<file path="src/rtl/dqvs_pkg.sv">
package dqvs_pkg;

   // default geometry
   localparam int DQVS_DEPTH   = 16;
   localparam int DQVS_VALUE_W = 32;
   localparam int DQVS_CNT_W   = $clog2(DQVS_DEPTH + 1);

   // fixed field widths of the channels
   localparam int ACTION_W = 3;
   localparam int ITEM_W   = 32;

   localparam logic [ACTION_W-1:0] ACT_PUSH_FRONT = 3'd0;
   localparam logic [ACTION_W-1:0] ACT_PUSH_BACK  = 3'd1;
   localparam logic [ACTION_W-1:0] ACT_POP_FRONT  = 3'd2;
   localparam logic [ACTION_W-1:0] ACT_POP_BACK   = 3'd3;
   localparam logic [ACTION_W-1:0] ACT_SEARCH     = 3'd4;
   localparam logic [ACTION_W-1:0] ACT_REMOVE     = 3'd5;

   typedef enum logic [1:0] {
      ST_OK      = 2'd0,
      ST_EMPTY   = 2'd1,
      ST_FULL    = 2'd2,
      ST_MISSING = 2'd3
   } status_type;

   typedef enum logic [2:0] {
      S_IDLE,
      S_SCAN,
      S_SHIFT,
      S_FRONT,
      S_BACK,
      S_DONE
   } state_type;

endpackage

</file>
<file path="src/rtl/dqvs_ifs.sv">
interface dqvs_req_if;
   import dqvs_pkg::*;

   logic                       valid;
   logic                       ready;
   logic [ACTION_W-1:0]        action;
   logic signed [ITEM_W-1:0]   item_value;

   modport source (output valid, action, item_value, input ready);
   modport sink   (input valid, action, item_value, output ready);
endinterface

interface dqvs_rsp_if #(
   parameter int CNT_W = dqvs_pkg::DQVS_CNT_W
);
   import dqvs_pkg::*;

   logic                       valid;
   logic                       ready;
   logic [1:0]                 status;
   logic                       found;
   logic signed [ITEM_W-1:0]   front_value;
   logic signed [ITEM_W-1:0]   back_value;
   logic [CNT_W-1:0]           entry_total;
   logic                       is_empty;

   modport source (output valid, status, found, front_value, back_value, entry_total,
                   is_empty, input ready);
   modport sink   (input valid, status, found, front_value, back_value, entry_total,
                   is_empty, output ready);
endinterface

</file>
<file path="src/rtl/dqvs_ram.sv">
module dqvs_ram #(
   parameter int DEPTH = dqvs_pkg::DQVS_DEPTH,
   parameter int WIDTH = dqvs_pkg::DQVS_VALUE_W,
   parameter int ADDR_W = (DEPTH > 1) ? $clog2(DEPTH) : 1
) (
   input  logic              clock,
   input  logic              wr_en,
   input  logic [ADDR_W-1:0] wr_addr,
   input  logic [WIDTH-1:0]  wr_data,
   input  logic              rd_en,
   input  logic [ADDR_W-1:0] rd_addr,
   output logic [WIDTH-1:0]  rd_data
);
   logic [WIDTH-1:0] mem [DEPTH];
   logic [WIDTH-1:0] rd_data_ff;

   always_ff @(posedge clock) begin
      if (wr_en) begin
         mem[wr_addr] <= wr_data;
      end
   end

   // read data holds until the next read
   always_ff @(posedge clock) begin
      if (rd_en) begin
         rd_data_ff <= mem[rd_addr];
      end
   end

   assign rd_data = rd_data_ff;
endmodule

</file>
<file path="src/rtl/deque_with_value_search.sv">
// Bounded double-ended queue of signed words kept in a ring of DEPTH slots.
// req_ch carries one item per request (action, item_value); rsp_ch returns
// exactly one item per request: status, found flag, front and back values,
// entry count and empty flag, all describing the queue after the request.
// Both channels use valid/ready; an item moves when both are high.
// Requests are handled one at a time by a small sequencer around a single
// slot RAM (one write port, one registered read port) and one comparator.
// Pushes, pops and unused codes pass through a front read and a back read
// of the RAM (front and back are re-read), and the back read is skipped
// when the queue is left empty; a search compares one slot per cycle, and
// a remove additionally shifts every later value one slot forward, one slot
// per cycle. req_ch.ready is high only while idle, so the next request is
// taken in the cycle after the result is loaded, at the earliest.
// The result sits in an output register, so the next request is accepted
// and worked on while the previous result waits; if the receiver still
// stalls when the next result is ready, the sequencer holds until it
// drains. Synchronous reset empties the queue; slot contents are not
// cleared since a slot is only read after it has been written.
module deque_with_value_search #(
   parameter int DEPTH       = dqvs_pkg::DQVS_DEPTH,
   parameter int VALUE_WIDTH = dqvs_pkg::DQVS_VALUE_W
) (
   input  logic       clock,
   input  logic       reset,
   dqvs_req_if.sink   req_ch,
   dqvs_rsp_if.source rsp_ch
);
   import dqvs_pkg::*;

   localparam int IDX_W = (DEPTH > 1) ? $clog2(DEPTH) : 1;
   localparam int CNT_W = $clog2(DEPTH + 1);
   localparam int EXT_W = (VALUE_WIDTH > ITEM_W) ? VALUE_WIDTH : ITEM_W;
   localparam logic [IDX_W:0]   DEPTH_X   = (IDX_W + 1)'(DEPTH);
   localparam logic [CNT_W-1:0] DEPTH_CNT = CNT_W'(DEPTH);
   localparam logic [IDX_W-1:0] LAST_IDX  = IDX_W'(DEPTH - 1);

   function automatic logic [IDX_W-1:0] ring_at(input logic [IDX_W-1:0] base,
                                                input logic [IDX_W-1:0] offs);
      logic [IDX_W:0] sum;
      sum = {1'b0, base} + {1'b0, offs};
      if (sum >= DEPTH_X) begin
         sum = sum - DEPTH_X;
      end
      return sum[IDX_W-1:0];
   endfunction

   function automatic logic [ITEM_W-1:0] to_port(input logic [VALUE_WIDTH-1:0] slot);
      logic [EXT_W-1:0] wide;
      wide = EXT_W'(slot);
      return wide[ITEM_W-1:0];
   endfunction

   state_type              state_ff, state_in;
   logic [IDX_W-1:0]       head_ff, head_in;
   logic [CNT_W-1:0]       count_ff, count_in;
   logic [CNT_W-1:0]       off_ff, off_in;
   logic                   pend_ff, pend_in;
   logic [IDX_W-1:0]       pend_off_ff, pend_off_in;
   logic [ACTION_W-1:0]    act_ff, act_in;
   logic [VALUE_WIDTH-1:0] val_ff, val_in;
   status_type             status_ff, status_in;
   logic                   found_ff, found_in;
   logic [ITEM_W-1:0]      front_ff, front_in;

   logic                   rsp_valid_ff, rsp_valid_in;
   logic [1:0]             rsp_status_ff, rsp_status_in;
   logic                   rsp_found_ff, rsp_found_in;
   logic [ITEM_W-1:0]      rsp_front_ff, rsp_front_in;
   logic [ITEM_W-1:0]      rsp_back_ff, rsp_back_in;
   logic [CNT_W-1:0]       rsp_total_ff, rsp_total_in;
   logic                   rsp_empty_ff, rsp_empty_in;

   logic                   ram_we;
   logic [IDX_W-1:0]       ram_waddr;
   logic [VALUE_WIDTH-1:0] ram_wdata;
   logic                   ram_re;
   logic [IDX_W-1:0]       ram_raddr;
   logic [VALUE_WIDTH-1:0] ram_rdata;

   logic                   req_acc;
   logic                   rsp_free;
   logic [EXT_W-1:0]       item_ext;
   logic [VALUE_WIDTH-1:0] item_v;
   logic [IDX_W-1:0]       head_dec;
   logic [CNT_W-1:0]       off_inc;
   logic [CNT_W-1:0]       cnt_dec;
   logic                   is_full;
   logic                   is_zero;
   logic                   scan_hit;
   logic                   scan_end;
   logic                   shift_end;

   dqvs_ram #(
      .DEPTH  (DEPTH),
      .WIDTH  (VALUE_WIDTH),
      .ADDR_W (IDX_W)
   ) u_ram (
      .clock   (clock),
      .wr_en   (ram_we),
      .wr_addr (ram_waddr),
      .wr_data (ram_wdata),
      .rd_en   (ram_re),
      .rd_addr (ram_raddr),
      .rd_data (ram_rdata)
   );

   assign req_ch.ready = (state_ff == S_IDLE) && !reset;
   assign req_acc      = req_ch.valid && req_ch.ready;
   assign rsp_free     = !rsp_valid_ff || rsp_ch.ready;

   assign item_ext  = EXT_W'(req_ch.item_value);
   assign item_v    = item_ext[VALUE_WIDTH-1:0];
   assign head_dec  = (head_ff == '0) ? LAST_IDX : head_ff - IDX_W'(1);
   assign off_inc   = off_ff + CNT_W'(1);
   assign cnt_dec   = count_ff - CNT_W'(1);
   assign is_full   = (count_ff == DEPTH_CNT);
   assign is_zero   = (count_ff == '0);
   assign scan_hit  = pend_ff && (ram_rdata == val_ff);
   assign scan_end  = !pend_ff && (off_ff >= count_ff);
   assign shift_end = !pend_ff && (off_inc >= count_ff);

   // next state
   always_comb begin
      state_in = state_ff;
      unique case (state_ff)
         S_IDLE: begin
            if (req_acc) begin
               unique case (req_ch.action) inside
                  ACT_SEARCH, ACT_REMOVE: state_in = S_SCAN;
                  default:                state_in = S_FRONT;
               endcase
            end
         end
         S_SCAN: begin
            if (scan_hit) begin
               state_in = (act_ff == ACT_REMOVE) ? S_SHIFT : S_FRONT;
            end else if (scan_end) begin
               state_in = S_FRONT;
            end
         end
         S_SHIFT: begin
            if (shift_end) begin
               state_in = S_FRONT;
            end
         end
         S_FRONT: state_in = is_zero ? S_DONE : S_BACK;
         S_BACK:  state_in = S_DONE;
         S_DONE: begin
            if (rsp_free) begin
               state_in = S_IDLE;
            end
         end
         default: state_in = S_IDLE;
      endcase
   end

   // datapath and RAM control
   always_comb begin
      head_in     = head_ff;
      count_in    = count_ff;
      off_in      = off_ff;
      pend_in     = pend_ff;
      pend_off_in = pend_off_ff;
      act_in      = act_ff;
      val_in      = val_ff;
      status_in   = status_ff;
      found_in    = found_ff;
      front_in    = front_ff;
      ram_we      = 1'b0;
      ram_waddr   = head_ff;
      ram_wdata   = ram_rdata;
      ram_re      = 1'b0;
      ram_raddr   = head_ff;

      rsp_valid_in  = rsp_valid_ff && !rsp_ch.ready;
      rsp_status_in = rsp_status_ff;
      rsp_found_in  = rsp_found_ff;
      rsp_front_in  = rsp_front_ff;
      rsp_back_in   = rsp_back_ff;
      rsp_total_in  = rsp_total_ff;
      rsp_empty_in  = rsp_empty_ff;

      unique case (state_ff)
         S_IDLE: begin
            if (req_acc) begin
               act_in    = req_ch.action;
               val_in    = item_v;
               status_in = ST_OK;
               found_in  = 1'b0;
               off_in    = '0;
               pend_in   = 1'b0;
               ram_wdata = item_v;
               unique case (req_ch.action) inside
                  ACT_PUSH_FRONT: begin
                     if (is_full) begin
                        status_in = ST_FULL;
                     end else begin
                        ram_we    = 1'b1;
                        ram_waddr = head_dec;
                        head_in   = head_dec;
                        count_in  = count_ff + CNT_W'(1);
                     end
                  end
                  ACT_PUSH_BACK: begin
                     if (is_full) begin
                        status_in = ST_FULL;
                     end else begin
                        ram_we    = 1'b1;
                        ram_waddr = ring_at(head_ff, count_ff[IDX_W-1:0]);
                        count_in  = count_ff + CNT_W'(1);
                     end
                  end
                  ACT_POP_FRONT: begin
                     if (is_zero) begin
                        status_in = ST_EMPTY;
                     end else begin
                        head_in  = ring_at(head_ff, IDX_W'(1));
                        count_in = cnt_dec;
                     end
                  end
                  ACT_POP_BACK: begin
                     if (is_zero) begin
                        status_in = ST_EMPTY;
                     end else begin
                        count_in = cnt_dec;
                     end
                  end
                  default: ;
               endcase
            end
         end
         S_SCAN: begin
            // read slot off while comparing the slot read last cycle
            if (off_ff < count_ff) begin
               ram_re      = 1'b1;
               ram_raddr   = ring_at(head_ff, off_ff[IDX_W-1:0]);
               pend_in     = 1'b1;
               pend_off_in = off_ff[IDX_W-1:0];
               off_in      = off_inc;
            end else begin
               pend_in = 1'b0;
            end
            if (scan_hit) begin
               found_in = 1'b1;
               off_in   = CNT_W'(pend_off_ff);
               pend_in  = 1'b0;
            end else if (scan_end) begin
               status_in = (act_ff == ACT_REMOVE) ? ST_MISSING : ST_OK;
            end
         end
         S_SHIFT: begin
            // read slot k+1, write it into slot k in the next cycle
            if (off_inc < count_ff) begin
               ram_re      = 1'b1;
               ram_raddr   = ring_at(head_ff, off_inc[IDX_W-1:0]);
               pend_in     = 1'b1;
               pend_off_in = off_ff[IDX_W-1:0];
               off_in      = off_inc;
            end else begin
               pend_in = 1'b0;
            end
            if (pend_ff) begin
               ram_we    = 1'b1;
               ram_waddr = ring_at(head_ff, pend_off_ff);
               ram_wdata = ram_rdata;
            end
            if (shift_end) begin
               count_in = cnt_dec;
            end
         end
         S_FRONT: begin
            if (is_zero) begin
               front_in = '0;
            end else begin
               ram_re    = 1'b1;
               ram_raddr = head_ff;
            end
         end
         S_BACK: begin
            front_in  = to_port(ram_rdata);
            ram_re    = 1'b1;
            ram_raddr = ring_at(head_ff, cnt_dec[IDX_W-1:0]);
         end
         S_DONE: begin
            if (rsp_free) begin
               rsp_valid_in  = 1'b1;
               rsp_status_in = status_ff;
               rsp_found_in  = found_ff;
               rsp_front_in  = front_ff;
               rsp_back_in   = is_zero ? '0 : to_port(ram_rdata);
               rsp_total_in  = count_ff;
               rsp_empty_in  = is_zero;
            end
         end
         default: ;
      endcase
   end

   always_ff @(posedge clock) begin
      if (reset) begin
         state_ff     <= S_IDLE;
         head_ff      <= '0;
         count_ff     <= '0;
         pend_ff      <= 1'b0;
         rsp_valid_ff <= 1'b0;
      end else begin
         state_ff     <= state_in;
         head_ff      <= head_in;
         count_ff     <= count_in;
         pend_ff      <= pend_in;
         rsp_valid_ff <= rsp_valid_in;
      end
   end

   always_ff @(posedge clock) begin
      off_ff        <= off_in;
      pend_off_ff   <= pend_off_in;
      act_ff        <= act_in;
      val_ff        <= val_in;
      status_ff     <= status_in;
      found_ff      <= found_in;
      front_ff      <= front_in;
      rsp_status_ff <= rsp_status_in;
      rsp_found_ff  <= rsp_found_in;
      rsp_front_ff  <= rsp_front_in;
      rsp_back_ff   <= rsp_back_in;
      rsp_total_ff  <= rsp_total_in;
      rsp_empty_ff  <= rsp_empty_in;
   end

   assign rsp_ch.valid       = rsp_valid_ff;
   assign rsp_ch.status      = rsp_status_ff;
   assign rsp_ch.found       = rsp_found_ff;
   assign rsp_ch.front_value = rsp_front_ff;
   assign rsp_ch.back_value  = rsp_back_ff;
   assign rsp_ch.entry_total = rsp_total_ff;
   assign rsp_ch.is_empty    = rsp_empty_ff;
endmodule

</file>
<file path="src/flat_wrapper.sv">
// flat-port wrapper written by rule: the top's interface ports become plain ports
module deque_with_value_search_flat import dqvs_pkg::*;
#(
   parameter int DEPTH       = dqvs_pkg::DQVS_DEPTH,
   parameter int VALUE_WIDTH = dqvs_pkg::DQVS_VALUE_W
)
  (clock, reset, req_ch_valid, req_ch_action, req_ch_item_value, req_ch_ready, rsp_ch_valid, rsp_ch_status, rsp_ch_found, rsp_ch_front_value, rsp_ch_back_value, rsp_ch_entry_total, rsp_ch_is_empty, rsp_ch_ready);
  dqvs_req_if req_ch_i ();
  dqvs_rsp_if rsp_ch_i ();
  input  logic clock;
  input  logic reset;
  input wire logic [$bits(req_ch_i.valid)-1:0] req_ch_valid;
  input wire logic [$bits(req_ch_i.action)-1:0] req_ch_action;
  input wire logic [$bits(req_ch_i.item_value)-1:0] req_ch_item_value;
  output wire logic [$bits(req_ch_i.ready)-1:0] req_ch_ready;
  output wire logic [$bits(rsp_ch_i.valid)-1:0] rsp_ch_valid;
  output wire logic [$bits(rsp_ch_i.status)-1:0] rsp_ch_status;
  output wire logic [$bits(rsp_ch_i.found)-1:0] rsp_ch_found;
  output wire logic [$bits(rsp_ch_i.front_value)-1:0] rsp_ch_front_value;
  output wire logic [$bits(rsp_ch_i.back_value)-1:0] rsp_ch_back_value;
  output wire logic [$bits(rsp_ch_i.entry_total)-1:0] rsp_ch_entry_total;
  output wire logic [$bits(rsp_ch_i.is_empty)-1:0] rsp_ch_is_empty;
  input wire logic [$bits(rsp_ch_i.ready)-1:0] rsp_ch_ready;
  assign req_ch_i.valid = req_ch_valid;
  assign req_ch_i.action = req_ch_action;
  assign req_ch_i.item_value = req_ch_item_value;
  assign req_ch_ready = req_ch_i.ready;
  assign rsp_ch_valid = rsp_ch_i.valid;
  assign rsp_ch_status = rsp_ch_i.status;
  assign rsp_ch_found = rsp_ch_i.found;
  assign rsp_ch_front_value = rsp_ch_i.front_value;
  assign rsp_ch_back_value = rsp_ch_i.back_value;
  assign rsp_ch_entry_total = rsp_ch_i.entry_total;
  assign rsp_ch_is_empty = rsp_ch_i.is_empty;
  assign rsp_ch_i.ready = rsp_ch_ready;
  deque_with_value_search #(.DEPTH(DEPTH), .VALUE_WIDTH(VALUE_WIDTH)) u_core (.clock(clock), .reset(reset), .req_ch(req_ch_i), .rsp_ch(rsp_ch_i));
endmodule
</file>
<file path="config.mk">
export PLATFORM = sky130hd
export DESIGN_NAME = deque_with_value_search_flat
export DESIGN_NICKNAME = d
export VERILOG_FILES = /design/src/rtl/dqvs_pkg.sv /design/src/rtl/dqvs_ifs.sv /design/src/rtl/dqvs_ram.sv /design/src/rtl/deque_with_value_search.sv /design/src/flat_wrapper.sv
export SDC_FILE = /design/constraint.sdc
export NUM_CORES = 1
export LEC_CHECK = 0
export ABC_AREA = 1
export BUFFER_PORTS_ARGS = -buffer_cell sky130_fd_sc_hd__buf_2
export CORE_MARGIN = 2
export CORE_UTILIZATION = 45
export CTS_CLUSTER_DIAMETER = 80
export CTS_CLUSTER_SIZE = 30
export DETAILED_ROUTE_END_ITERATION = 10
export PLACE_DENSITY = 0.67
export SLEW_MARGIN = 20
export SYNTH_ARGS = -nofsm -noshare
export SYNTH_HDL_FRONTEND = slang
export SYNTH_HIERARCHICAL = 1
export SYNTH_SLANG_ARGS = --single-unit
</file>
<file path="constraint.sdc">
create_clock -name clock -period 12.7 [get_ports clock]
set_input_delay 2.54 -clock clock [delete_from_list [all_inputs] [get_ports clock]]
set_output_delay 2.54 -clock clock [all_outputs]
set_load 0.05 [all_outputs]
</file>
# --- Word level (Yosys, flattened, before mapping) ---
# Memories as Yosys holds them, arrays and structs flattened. A register that Yosys moved wholly into a read port is not among the register bits.
# Index checks and enable logic that the tools add are counted.
op_classes:
  n_addsub: 16
  n_eq_ne: 28
  reduce_logical: 35
  mux: 71
  n_lt_le_gt_ge: 10
ops:
  columns: ["op", "n"]
  rows:
  - ["32-bit 2-to-1 mux", 3]
  - ["4-bit 2-to-1 mux", 16]
  - ["32-bit case mux with 2 select lines", 1]
  - ["5-bit 2-to-1 mux", 8]
  - ["32-bit == test", 1]
  - ["4-bit case mux with 2 select lines", 4]
  - ["5-bit >= comparator (second input constant)", 6]
  - ["4-bit by 1-bit subtractor with 4-bit output (second input constant)", 7]
  - ["4-bit by 4-bit adder with 5-bit output", 5]
  - ["5-bit case mux with 2 select lines", 2]
  - ["3-bit case mux with 6 select lines", 1]
  - ["1-bit 2-to-1 mux", 17]
  - ["2-bit by 1-bit != test with 1-bit output (second input constant)", 8]
  - ["4-bit AND reduction", 4]
  - ["3-bit == test (second input constant)", 5]
  - ["3-bit 2-to-1 mux", 5]
  - ["5-bit case mux with 3 select lines", 1]
  - ["3-bit by 2-bit == test with 1-bit output (second input constant)", 4]
  - ["2-bit 2-to-1 mux", 6]
  - ["4-bit case mux with 3 select lines", 1]
  - ["5-bit by 1-bit adder with 5-bit output (second input constant)", 2]
  - ["5-bit >= comparator", 2]
  - ["5-bit < comparator", 2]
  - ["2-bit nonzero test", 5]
  - ["other kinds (22)", 44]
word_totals:
  ramBits: 512
  memories: 1
  wordCells: 179
  reg_bits: 166
  out_inout_bits: 75
mem_list:
  columns: ["memory", "depth", "width", "rd", "rd_ports_with_merged_regs", "write_ports", "line_no", "source"]
  rows:
  - ["u_core.u_ram.mem", 16, 32, 1, 1, 1, "dqvs_ram.sv:14", "logic [WIDTH-1:0] mem [DEPTH];"]

# --- Logic depth before layout (Yosys ltp) ---
# Gate-level depths: netlist of the first run.
depth:
  ltp_word: 7
  ltp_mapped: 23

# --- Hierarchy ---
# The synthesis of the first run kept the hierarchy.
modules_own_cells:
  columns: ["mod", "area_each_um2", "cells_per_inst", "n_inst"]
  rows:
  - ["dqvs_ram", 23050.9, 2120, 1]
  - ["deque_with_value_search", 8190.4, 833, 1]

# --- Worst setup path before layout of the first run ---
# No wires, ideal clock.
synth_path:
  kind: "input to register"
  startpoint: "input port rsp_ch_ready"
  endpoint: "register u_core.rsp_back_ff[0] (netlist: u_core/rsp_ch.back_value[0]) (enable)"
  t_arrival_ns: 6.142
  setup_slack_ns: 6.029
  n_path_buf: 0
  cell_stages: 2
  path_cell_list: "inv_1 > a21oi_1"
synth_via:
  elab_chain_len: 2
synth_lines:
  columns: ["item", "line_no", "source"]
  rows:
  - ["start, declared", "flat_wrapper.sv:23", "input wire logic [$bits(rsp_ch_i.ready)-1:0] rsp_ch_ready;"]
  - ["1-bit logical OR", "deque_with_value_search.sv:109", "assign rsp_free = !rsp_valid_ff || rsp_ch.ready;"]
  - ["2-bit AND reduction (no source line)", null, null]
  - ["end signal, assigned", "deque_with_value_search.sv:326", "rsp_back_ff <= rsp_back_in;"]
  - ["end, declared", "deque_with_value_search.sv:69", "logic [ITEM_W-1:0] rsp_back_ff, rsp_back_in;"]
# Every way passes these cells.
# A chain may end at the register's enable or synchronous reset.

# --- Final worst setup path of the first run ---
layout_path:
  startpoint: "input port reset"
  endpoint: "output port req_ch_ready"
layout_via:
  elab_chain_len: 2
layout_lines:
  columns: ["item", "line_no", "source"]
  rows:
  - ["start, declared", "flat_wrapper.sv:11", "input logic reset;"]
  - ["1-bit logical NOT", "deque_with_value_search.sv:107", "assign req_ch.ready = (state_ff == S_IDLE) && !reset;"]
  - ["1-bit logical AND", "deque_with_value_search.sv:107", null]
  - ["end, declared", "flat_wrapper.sv:15", "output wire logic [$bits(req_ch_i.ready)-1:0] req_ch_ready;"]
# Every way passes these cells.

==> results of run 1 <==
## worst max-delay path: stages
cell and delay (ns):
buf_2 0.21, nor2_1 0.14, buf_2 0.27
## area by class of cell
type / count / area [sq um]
Antenna cell: 1 / 2.50
Clock buffer: 37 / 798
Clock inverter: 15 / 175
Fill cell: 6133 / 34800
Inverter: 527 / 1990
Multi-Input combinational cell: 1592 / 7500
Sequential cell: 710 / 21200
Tap cell: 931 / 1160
Timing Repair Buffer: 177 / 1090
## cell families (layout without fill, tap and decap cells)
kind of cell	Yosys count	in the layout	share of synthesized area
flip-flops	710	710	0.678
AO/OA/AOI/OAI	133	133	0.0234
buffers and inverters	651	756	0.0883
XOR/XNOR	30	30	0.00841
adder cells (fa/ha/maj)	36	36	0.0156
other	0	1	0
AND/OR/NAND/NOR	1393	1393	0.186
## per-layer routing
layer / GRT usage / share of wire
met1: 0.281 / 0.43
met2: 0.331 / 0.48
met3: 0.0159 / 0.065
met4: 0.0516 / 0.022
met5: 0 / 0
## sequential cells by signal, indices dropped and copies added, names as in the netlist, 5 cells and up
signal / count
u_core/u_ram/mem: 512
u_core/front_ff: 32
u_core/rsp_ch.back_value: 32
u_core/rsp_ch.front_value: 32
u_core/u_ram/rd_data: 32
u_core/val_ff: 32
u_core/count_ff: 5
u_core/off_ff: 5
u_core/rsp_ch.entry_total: 5
## how the worst max path moves through the flow
stage | from | depth (start not counted) | slack (ns) | endpoint
finish | reset | 3 | 7.00 | req_ch_ready
global placement | reset | 3 | 6.99 | req_ch_ready
floorplan | rsp_ch_ready | 2 | 6.03 | u_core/rsp_ch.back_value[0]$_SDFFCE_PP0P_
global route | u_core/off_ff[1]$_DFFE_PP_ | 20 | 6.71 | u_core/u_ram/rd_data[4]$_DFFE_PP_
CTS | reset | 3 | 7.00 | req_ch_ready
detailed placement | reset | 3 | 7.00 | req_ch_ready
## metrics by stage
step / hold WS (ns) / cell area (sq um) / power (W) / worst slack, ns
6_report: 0.427 / 33900 / 0.00731 / 7.00
5_1_grt: 0.436 / 33900 / 0.00775 / 6.71
2_1_floorplan: 0.400 / 31200 / 0.00524 / 6.03
3_3_place_gp: 0.401 / 32900 / 0.00611 / 6.99
3_5_place_dp: 0.405 / 32900 / 0.00615 / 7.00
4_1_cts: 0.429 / 33900 / 0.00734 / 7.00
## report_power, final
part | total [W] | internal, W | switching, W
logic | 0.00285 | 0.000773 | 0.00208
registers | 0.00325 | 0.00312 | 0.000128
clock network | 0.00121 | 0.000489 | 0.000718
total | 0.00731 | 0.00439 | 0.00293
## layout by cell type (no fill, tap or decap), types with 35 or more instances in the layout
| master | n |
|---|---|
| buf_2 | 113 |
| edfxtp_1 | 696 |
| inv_1 | 521 |
| o21ai_0 | 68 |
| nand2_1 | 866 |
| buf_4 | 61 |
| nor2_1 | 75 |
| nand3_1 | 415 |
| a21oi_1 | 35 |
==> results by group, run 1 <==
Status
  • Run status: finished clean

Clock tree
  • CTS Root Cell: clkbuf_16
  • Clock buffer depth: 3
  • Postcts setup bufs: 0
  • CTS tree: yes
  • CTS resizes: 0
  • TritonCTS Buffers: 30
  • Worst skew pair latency: 0.66 ns
  • # H-tree levels: 1
  • Hold_buf cts: 0
  • Clk pin slew, worst setup/hold paths: 0.09 ns
  • CTS sink count: 710

Setup path
  • Reg2reg setup slack: 7.21 ns
  • Crit. End Element: output pin
  • Crit Path Max Fanout: 15
  • Worst reg2reg startpoint: u_core/off_ff[1]$_DFFE_PP_
  • Worst Path Required: ~10 ns
  • R2R cell count: 20
  • Critical path type: input port to output pin
  • Worst setup SP type: input port
  • Critical R2R Capture: u_core/u_ram/rd_data[17]$_DFFE_PP_
  • Critical Path AT: between 3 and 4 ns

Global routing
  • First-pass GRT wire length: 109 mm
  • Largest net degree at the start of global routing: 194
  • Initial antenna violation count: 0
  • Vias in the first global route: 18,700
  • GR Overflow Total: 0
  • GRT Resource Usage Total: 0.198

Floorplanning
  • Full die area: 71,500 sq um
  • Initial Util: 0.455
  • Core Rows: 96
  • Core Area: between 60,000 and 70,000 sq um
  • I/O pin cnt: 114
  • DIE WIDTH: about 270 microns
  • Chip Height: 267 microns

Routing
  • DRC: 0
  • Post-DRT Antenna Nets: 0
  • DR vias: between 20,000 and 25,000
  • Pre-antenna DRT Iters: 5
  • WL/cell: 17.9 microns
  • DR iter-0 viols: 1,893
  • Drt total wl: 71.4 mm
  • Vias per cell: 5.08

Run
  • Max cap viols: 0

Synth
  • Syn_nets: 3,028
  • FFs w/ async S/R, synth: 0
  • Synth cell types: 43
  • Synth area leaders: edfxtp_1 (67%), nand2_1 (10%), nand3_1 (6.7%), inv_1 (6.3%), ha_1 (1.2%)
  • Post-synth EDFFs: 696
  • Cells after Synth: ~3,000
  • Mapped cell area: 31,200 sq um
  • FF+latch count, synth: just over 700
  • Primary FF master, synth: edfxtp_1
  • Seq/Total Area, Yosys: 0.678
  • Yosys top cell by area: edfxtp_1
  • Most frequent cells after synthesis: nand2_1 (866), edfxtp_1 (696), inv_1 (522), nand3_1 (416), nor2_1 (91)
  • Top-area cell type share of the netlist area: 0.669
  • Avg Cell Area, Syn: 10.6 sq um
  • Yosys warns: 6
  • Top-count cell post-synth: nand2_1

Timing
  • Final Cycle Share: 0.449
  • Peak Freq: 0.176 GHz
  • Max_slew headroom: 0.260
  • # setup viols final: 0
  • RSZ-0062 raised after global routing: false
  • Max-slew violation count: 0
  • Skew final: roughly 0.044 ns
  • Setup TNS: 0 ns
  • Tmin final: 5.70 ns
  • Hold Fails Final Rpt: 0
  • Worst slew pin tran: 1.11 ns

Power
  • PD cells: 216 nW/um^2
  • VDD IR-drop max: 0.167 mV
  • Leak Pwr: 14.1 nW

Finish
  • Area Growth Syn to Fin: 8.53%
  • Final #Nets: ~3,100
  • Post-Layout Cell Count: about 4,000
  • Fraction of layout cells with a size suffix above 1: 0.0844
  • Final Core Density: 0.493

Place
  • Number of instances in the placed design: between 3,000 and 4,000
  • GP Congestion: 0.884
  • Number of port buffers: 113
  • Dpl hpwl: around 42 mm

Worst hold path
  • HP Start: u_core/front_ff[15]$_SDFFCE_PN0P_
  • Hold path depth: 0
  • Hold Path End: u_core/rsp_ch.front_value[15]$_DFFE_PP_
  • Worst Hold Class: register to register
Note: power is estimated with default switching activity, not from simulation.
==> run 2: changes to the inputs <==
--- a/config.mk
+++ b/config.mk
@@ -5,7 +5,7 @@
 export SDC_FILE = /design/constraint.sdc
 export NUM_CORES = 1
 export LEC_CHECK = 0
-export ABC_AREA = 1
+export ABC_AREA = 0
 export BUFFER_PORTS_ARGS = -buffer_cell sky130_fd_sc_hd__buf_2
 export CORE_MARGIN = 2
 export CORE_UTILIZATION = 45
==> constraint.sdc (replaced) <==
create_clock -name clock -period 5.4 [get_ports clock]
set_input_delay 1.08 -clock clock [delete_from_list [all_inputs] [get_ports clock]]
set_output_delay 1.08 -clock clock [all_outputs]
set_load 0.05 [all_outputs]
==> run 2 against run 1 <==
Effect of this change:
- sequential power rose by 140%
- critical path depth up 9
- via count shrank 28%
- first-iteration DRC count shrank 13%
- clock power rose by 130%
- area after synthesis is 9.3% lower
- setup slack got worse by 6.2 ns
- sequential share of layout area rose by 5.3 points
- hold slack worse by 0.0019 ns
- total power up 130%
- utilization increased by 0.46 points
==> results by group, run 2 <==
Clock tree
  • Postcts setup bufs: 0 (unchanged)
  • Worst skew pair latency: 0.64 ns (-0.02 ns)
  • # H-tree levels: 1 (unchanged)
  • Clock buffer depth: 3 (unchanged)
  • CTS sink count: 710 (unchanged)
  • TritonCTS Buffers: 30 (unchanged)
  • CTS Root Cell: clkbuf_16
  • Clk pin slew, worst setup/hold paths: 0.10 ns (about the same)
  • CTS tree: yes
  • Hold_buf cts: 0 (unchanged)
  • CTS resizes: 0 (unchanged)

Routing
  • Vias per cell: 5.80 (+14%)
  • Drt total wl: 64.8 mm (-9.2%)
  • DR vias: 14,600 (-28%)
  • Post-DRT Antenna Nets: 0 (unchanged)
  • WL/cell: 25.8 microns (+44%)
  • DRC: 0 (unchanged)
  • DR iter-0 viols: 1,651 (-13%)
  • Pre-antenna DRT Iters: 5 (unchanged)

Power
  • VDD IR-drop max: 0.350 mV (+110%)
  • Leak Pwr: 10.1 nW (-28%)
  • PD cells: 531 nW/um^2 (+150%)

Floorplanning
  • Initial Util: 0.452 (-0.00279)
  • Chip Height: 255 microns (-4.7%)
  • I/O pin cnt: 114 (unchanged)
  • Core Area: 62,700 sq um (-8.7%)
  • Core Rows: 92 (-4.2%)
  • DIE WIDTH: 255 microns (-4.7%)
  • Full die area: 65,000 sq um (-9.1%)

Synth
  • Top-area cell type share of the netlist area: 0.737 (+0.0682)
  • Primary FF master, synth: edfxtp_1
  • Cells after Synth: 1,541 (-48%)
  • Top-count cell post-synth: edfxtp_1
  • Seq/Total Area, Yosys: 0.747 (+0.0691)
  • FFs w/ async S/R, synth: 0 (unchanged)
  • Syn_nets: 1,616 (-47%)
  • Yosys warns: 6 (unchanged)
  • Most frequent cells after synthesis: edfxtp_1 (696), nand2_1 (159), mux4_2 (128), a22oi_1 (66), clkbuf_1 (48)
  • Post-synth EDFFs: 696 (unchanged)
  • FF+latch count, synth: 710 (unchanged)
  • Yosys top cell by area: edfxtp_1
  • Synth area leaders: edfxtp_1 (74%), mux4_2 (10%), nand2_1 (2.1%), a22oi_1 (1.7%), ha_1 (1.4%)
  • Avg Cell Area, Syn: 18.4 sq um (+74%)
  • Mapped cell area: 28,400 sq um (-9.3%)
  • Synth cell types: 64 (+49%)

Timing
  • Final Cycle Share: 0.846
  • Hold Fails Final Rpt: 0 (unchanged)
  • Peak Freq: 0.219 GHz
  • Worst slew pin tran: 1.15 ns (+0.0440 ns)
  • # setup viols final: 0 (unchanged)
  • Max-slew violation count: 0 (unchanged)
  • RSZ-0062 raised after global routing: false
  • Tmin final: around 4.6 ns
  • Setup TNS: 0 ns (unchanged)
  • Skew final: 0.0335 ns (-0.0100 ns)
  • Max_slew headroom: 0.231 (-0.0292)

Global routing
  • GRT Resource Usage Total: 0.199 (+0.000976)
  • Initial antenna violation count: 0 (unchanged)
  • First-pass GRT wire length: 94.3 mm (-13%)
  • Largest net degree at the start of global routing: 74 (-62%)
  • Vias in the first global route: 14,200 (-24%)
  • GR Overflow Total: 0 (unchanged)

Finish
  • Fraction of layout cells with a size suffix above 1: 0.218 (+0.134)
  • Max FFs per register: 512 (unchanged)
  • Most frequent cells in the layout: edfxtp_1 (696), nand2_1 (159), mux4_2 (128), buf_2 (113), a22oi_1 (66)
  • Final Core Density: 0.498 (+0.00457)
  • Area Growth Syn to Fin: 10.2%
  • Final #Nets: 1,729 (-44%)
  • Most common cell after layout, fill and taps aside: edfxtp_1
  • Biggest register: u_core/u_ram/mem

Run
  • Max cap viols: 0 (unchanged)

Setup path
  • Critical path type: register to register
  • Worst Path Required: 5.77 ns (-4.39 ns)
  • Crit. End Element: register
  • Worst setup SP type: register
  • Critical Path AT: 4.94 ns (+1.78 ns)
  • Crit Path Max Fanout: 45 (+30)

Status
  • Run status: finished clean

Place
  • Dpl hpwl: 41.1 mm (-2.3%)
  • Number of port buffers: 113 (unchanged)
  • GP Congestion: 0.886 (+0.24%)

Worst hold path
  • Worst Hold Class: register to register
run 2: cell types whose count changed in the layout (fill, tap and decap cells not counted), moves of 8 or more:
cell	change
nor2_1	-54
xor2_1	+20
nand2b_1	+10
a22oi_1	+65
nor2b_1	+36
and3_1	+33
nor4_1	+8
nand3_1	-396
inv_1	-502
nand2_1	-707
mux4_2	+128
buf_4	-26
o21ai_0	-49
run 2: where the power goes:
| group | switching (W) | internal [W] | total, W |
|---|---|---|---|
| Clock | 0.00165 | 0.00118 | 0.00283 |
| Sequential | 0.000490 | 0.00743 | 0.00792 |
| Combinational | 0.00370 | 0.00215 | 0.00585 |
run 2: final cells by class:
cell class | count | area [sq um]
Tap cell | 846 | 1060
Multi-Input combinational cell | 734 | 6960
Antenna cell | 2 | 5.00
Timing Repair Buffer | 157 | 1010
Fill cell | 4997 | 31500
Inverter | 21 | 80.1
Clock buffer | 32 | 779
Clock inverter | 11 | 178
Sequential cell | 710 | 21200
run 2: final timing paths:
| path | startpoint | endpoint | slack [ns] | cells after the start |
|---|---|---|---|---|
| worst max-delay path | u_core/off_ff[0]$_DFFE_PP_ | u_core/u_ram/rd_data[6]$_DFFE_PP_ | 0.83 | 12 |
| worst min-delay path | u_core/front_ff[17]$_SDFFCE_PN0P_ | u_core/rsp_ch.front_value[17]$_DFFE_PP_ | 0.43 | 0 |
| worst max register to register | u_core/off_ff[0]$_DFFE_PP_ | u_core/u_ram/rd_data[6]$_DFFE_PP_ | 0.83 | 12 |
| worst min register to register | u_core/front_ff[17]$_SDFFCE_PN0P_ | u_core/rsp_ch.front_value[17]$_DFFE_PP_ | 0.43 | 0 |
run 2: kinds of logic after synthesis:
family	count (synthesis)	synth area share
AO/OA/AOI/OAI	165	0.0409
XOR/XNOR	51	0.0158
adder cells (fa/ha/maj)	36	0.0172
buffers and inverters	97	0.0156
flip-flops	710	0.747
multiplexers	133	0.103
AND/OR/NAND/NOR	349	0.0600
run 2: critical path, cell delays in order, from the launching register on:
cell      delay (ns)
edfxtp_1        0.51
ha_1            0.41
ha_1            0.31
nor2b_1         0.13
o21ai_0         0.49
nand2_1         0.17
nor2_1          0.33
a21oi_1         0.19
o221ai_4        0.16
buf_4           0.63
mux4_2          0.40
a22oi_1         0.42
nand2_1         0.09
run 2: per-stage QoR:
| stage | setup WS (ns) | total power, W | hold WS [ns] | std cells | cell area [sq um] |
|---|---|---|---|---|---|
| 6_report | 0.830 | 0.0166 | 0.425 | 2513 | 31200 |
| 5_1_grt | 0.552 | 0.0174 | 0.439 | 2511 | 31200 |
| 4_1_cts | 0.925 | 0.0167 | 0.419 | 2511 | 31200 |
| 3_5_place_dp | 0.844 | 0.0139 | 0.405 | 2468 | 30300 |
| 3_3_place_gp | 0.891 | 0.0138 | 0.404 | 2468 | 30300 |
| 2_1_floorplan | 0.517 | 0.0118 | 0.400 | 1541 | 28400 |
run 2: layer usage:
metal,track usage,routed length [microns],vias to the layer above,part of all wire
li1,-,-,6310,-
met1,0.283,27300,7579,0.42
met2,0.319,30900,600,0.48
met3,0.0363,4960,81,0.077
met4,0.0551,1640,0,0.025
met5,0,0,-,0
==> run 3: changes to the inputs <==
==> constraint.sdc (replaced) <==
create_clock -name clock -period 4.3 [get_ports clock]
set_input_delay 0.86 -clock clock [delete_from_list [all_inputs] [get_ports clock]]
set_output_delay 0.86 -clock clock [all_outputs]
set_load 0.05 [all_outputs]
==> run 3 against run 2 <==
Effect of this change:
- flip-flop and latch count is the same
- via count rose by 1.5%
- cell count increased by 1.4%
- hold slack got worse by 0.0016 ns
- wire length is 2.4% higher
- non-clock buffer count rose by 41
- critical path depth up 2
- sequential power up 25%
- utilization is 0.64 points higher
- setup slack got worse by 0.50 ns
- critical path type unchanged
- largest cell class unchanged
==> results by group, run 3 (synthesis gave the netlist of run 2 again) <==
Routing
  • Metal-1 WL: 27.9 mm (+2.1%)
  • Met3 WL post-DR: 3.96 mm (-20%)
  • WL/cell: 26.0 microns (+0.95%)
  • Pre-antenna DRT Iters: 7 (+2)
  • Post-DRT Antenna Nets: 0 (unchanged)
  • DR iter-0 viols: 1,534 (-7.1%)
  • Vias per cell: 5.81 (+0.13%)
  • Max layer used: met4
  • DRC: 0 (unchanged)
  • Drt total wl: 66.4 mm (+2.4%)
  • DR vias: 14,800 (+1.5%)
  • Met2 wire len: 33.5 mm (+8.3%)

Global routing
  • Vias in the first global route: 14,400 (+1.4%)
  • GRT Resource Usage Total: 0.204 (+0.00443)
  • Initial antenna violation count: 1 (+1)
  • Largest net degree at the start of global routing: 74 (unchanged)
  • GR Overflow Total: 0 (unchanged)
  • First-pass GRT wire length: 96.5 mm (+2.3%)

Setup path
  • Cell Chain, Critical Path: ha_1 > nand3_1 > xnor2_1 > ha_1 > and3_1 > o21ai_1 > nand3_1 > a21o_1 > nand2_1 > o221ai_4 > buf_12 > mux4_2 > a22oi_1 > nand2_1
  • Worst reg2reg startpoint: u_core/off_ff[1]$_DFFE_PP_
  • Worst setup SP type: register
  • Critical Path AT: 4.35 ns (-0.59 ns)
  • Worst Path Required: 4.67 ns (-1.10 ns)
  • Max stage delay cell, worst path: o221ai_4
  • Critical R2R Capture: u_core/u_ram/rd_data[15]$_DFFE_PP_
  • R2R cell count: 14 (+2)
  • Critical path type: register to register
  • Crit. End Element: register
  • Crit Path Max Fanout: 44 (-2.2%)
  • Delay of the slowest cell on the worst path: 0.57 ns (-0.06 ns)
  • Reg2reg setup slack: 0.33 ns (-0.50 ns)

Timing
  • Setup TNS: 0 ns (unchanged)
  • Hold Fails Final Rpt: 0 (unchanged)
  • Max_slew headroom: 0.393 (+0.163)
  • Final Cycle Share: 0.924 (+0.0780)
  • Tmin final: 3.97 ns (-0.595 ns)
  • Max-slew violation count: 0 (unchanged)
  • Skew final: 0.0175 ns (-0.0160 ns)
  • PnR worst setup slack: 0.326 ns (-0.505 ns)
  • # setup viols final: 0 (unchanged)
  • Worst slew pin tran: 0.910 ns (-0.242 ns)
  • RSZ-0062 raised after global routing: false
  • Peak Freq: 0.252 GHz (+15%)

Power
  • Switching fraction of total power: 0.343 (-0.00864)
  • Sw Pwr: 0.00712 W (+22%)
  • Int Power: 0.0136 W (+27%)
  • Gate power share: 0.364 (+0.012)
  • PD cells: 655 nW/um^2 (+23%)
  • Leak Pwr: 10.3 nW (+2.0%)
  • VDD IR-drop max: 0.480 mV (+37%)
  • Clock power share: 0.160 (-0.011)
  • Reg power frac: 0.476 (about the same)

Worst hold path
  • Hold path depth: 1 (+1)
  • HP Start: req_ch_item_value[15]
  • Worst Hold Class: input port to register
  • Hold Path End: u_core/val_ff[15]$_DFFE_PP_

Floorplanning
  • Full die area: 65,000 sq um (unchanged)
  • DIE WIDTH: 255 microns (unchanged)
  • Core Area: 62,700 sq um (unchanged)
  • Core Rows: 92 (unchanged)
  • Chip Height: 255 microns (unchanged)
  • I/O pin cnt: 114 (unchanged)
  • Initial Util: 0.452 (unchanged)

Clock tree
  • Clock buffer depth: 3 (unchanged)
  • CTS Root Cell: clkbuf_16
  • Worst skew pair latency: 0.62 ns (-0.02 ns)
  • TritonCTS Buffers: 29 (-3.3%)
  • Hold_buf cts: 0 (unchanged)
  • CTS tree: yes
  • CTS sink count: 710 (unchanged)
  • # H-tree levels: 1 (unchanged)
  • Clk pin slew, worst setup/hold paths: 0.11 ns (about the same)

Finish
  • Biggest register: u_core/u_ram/mem
  • Fraction of layout cells with a size suffix above 1: 0.236 (+0.0180)
  • Reg area: 21,200 sq um (unchanged)
  • Most frequent cells in the layout: edfxtp_1 (696), nand2_1 (159), mux4_2 (128), buf_2 (113), a22oi_1 (66)
  • Fill cells: 5,009 (+0.24%)
  • Final Core Density: 0.504 (+0.00640)
  • Final Cell Area: 31,600 sq um (+1.3%)
  • Max FFs per register: 512 (unchanged)
  • Most common cell after layout, fill and taps aside: edfxtp_1
  • Area Growth Syn to Fin: 11.6%
  • Final #Nets: 1,770 (+2.4%)
  • Multi-input gate area: 6980 sq um (+0.29%)

Place
  • Number of port buffers: 113 (unchanged)
  • Cell area after placement: 30,800 sq um (+1.6%)
  • Worst slack, placed: 0.170 ns (-0.674 ns)
  • GP Congestion: 0.896 (+1.1%)
  • Dpl hpwl: 40.4 mm (-1.8%)

Run
  • Max cap viols: 0 (unchanged)

Status
  • Run status: finished clean
-- run 3: cell count changes in the layout (fill, tap and decap cells not counted), moves of 2 or more --
| cell | before | now |
|---|---|---|
| clkinv_8 | 3 | 1 |
| clkbuf_16 | 31 | 29 |
| inv_6 | 2 | 0 |
| buf_4 | 35 | 60 |
| buf_12 | 9 | 25 |
-- run 3: how the worst max path moves through the flow --
stage | end | start | slack, ns | cells past startpoint
detailed placement | u_core/u_ram/rd_data[17]$_DFFE_PP_ | u_core/off_ff[0]$_DFFE_PP_ | 0.17 | 13
floorplan | u_core/u_ram/mem[1][0]$_DFFE_PP_ | reset | -0.36 | 7
global route | u_core/u_ram/rd_data[17]$_DFFE_PP_ | u_core/off_ff[1]$_DFFE_PP_ | 0.03 | 15
global placement | u_core/u_ram/rd_data[17]$_DFFE_PP_ | u_core/off_ff[0]$_DFFE_PP_ | 0.27 | 13
finish | u_core/u_ram/rd_data[15]$_DFFE_PP_ | u_core/off_ff[1]$_DFFE_PP_ | 0.33 | 14
CTS | u_core/u_ram/rd_data[17]$_DFFE_PP_ | u_core/off_ff[1]$_DFFE_PP_ | 0.16 | 13
-- run 3: worst max-delay path: cells and delay by family (launching register included) --
kind	cells	cell delay [ns]
AO/OA/AOI/OAI	4	1.12
XOR/XNOR	1	0.16
adder cells (fa/ha/maj)	2	0.55
buffers and inverters	1	0.36
flip-flops	1	0.50
multiplexers	1	0.35
AND/OR/NAND/NOR	5	0.66
-- run 3: power by group through the flow --
stage | registers, W | logic [W] | clock network, W
after global routing | 0.00992 | 0.00819 | 0.00361
final | 0.00987 | 0.00755 | 0.00332
after global placement | 0.0100 | 0.00732 | 0
after detailed placement | 0.0100 | 0.00749 | 0
after floorplan | 0.00982 | 0.00501 | 0
after CTS | 0.00986 | 0.00750 | 0.00341
-- run 3: layout make-up --
cell class,instances,share of cell area
clock buffer,29,0.0229
timing repair buffer,198,0.0479
clock inverter,6,0.00324
sequential,710,0.669
antenna,3,0.000237
multi-input combinational,735,0.220
inverter,21,0.00253
tap,846,0.0334
-- run 3: metrics by stage --
step / cells / total power [W] / hold slack (ns)
detailed placement: 2506 / 0.0175 / 0.405
global placement: 2506 / 0.0173 / 0.402
global route: 2545 / 0.0217 / 0.403
finish: 2548 / 0.0207 / 0.423
floorplan: 1541 / 0.0148 / 0.400
CTS: 2541 / 0.0208 / 0.394
-- run 3: layer usage --
| layer | up-vias | GRT usage |
|---|---|---|
| met2 | 596 | 0.348 |
| met3 | 68 | 0.0169 |
| li1 | 6395 | - |
| met5 | - | 0 |
| met4 | 0 | 0.0404 |
| met1 | 7733 | 0.289 |
-- run 3: repair_timing --
action,CTS,global route
buffers inserted,0,3
gates resized for setup,0,4
endpoints found under the setup margin,0,31
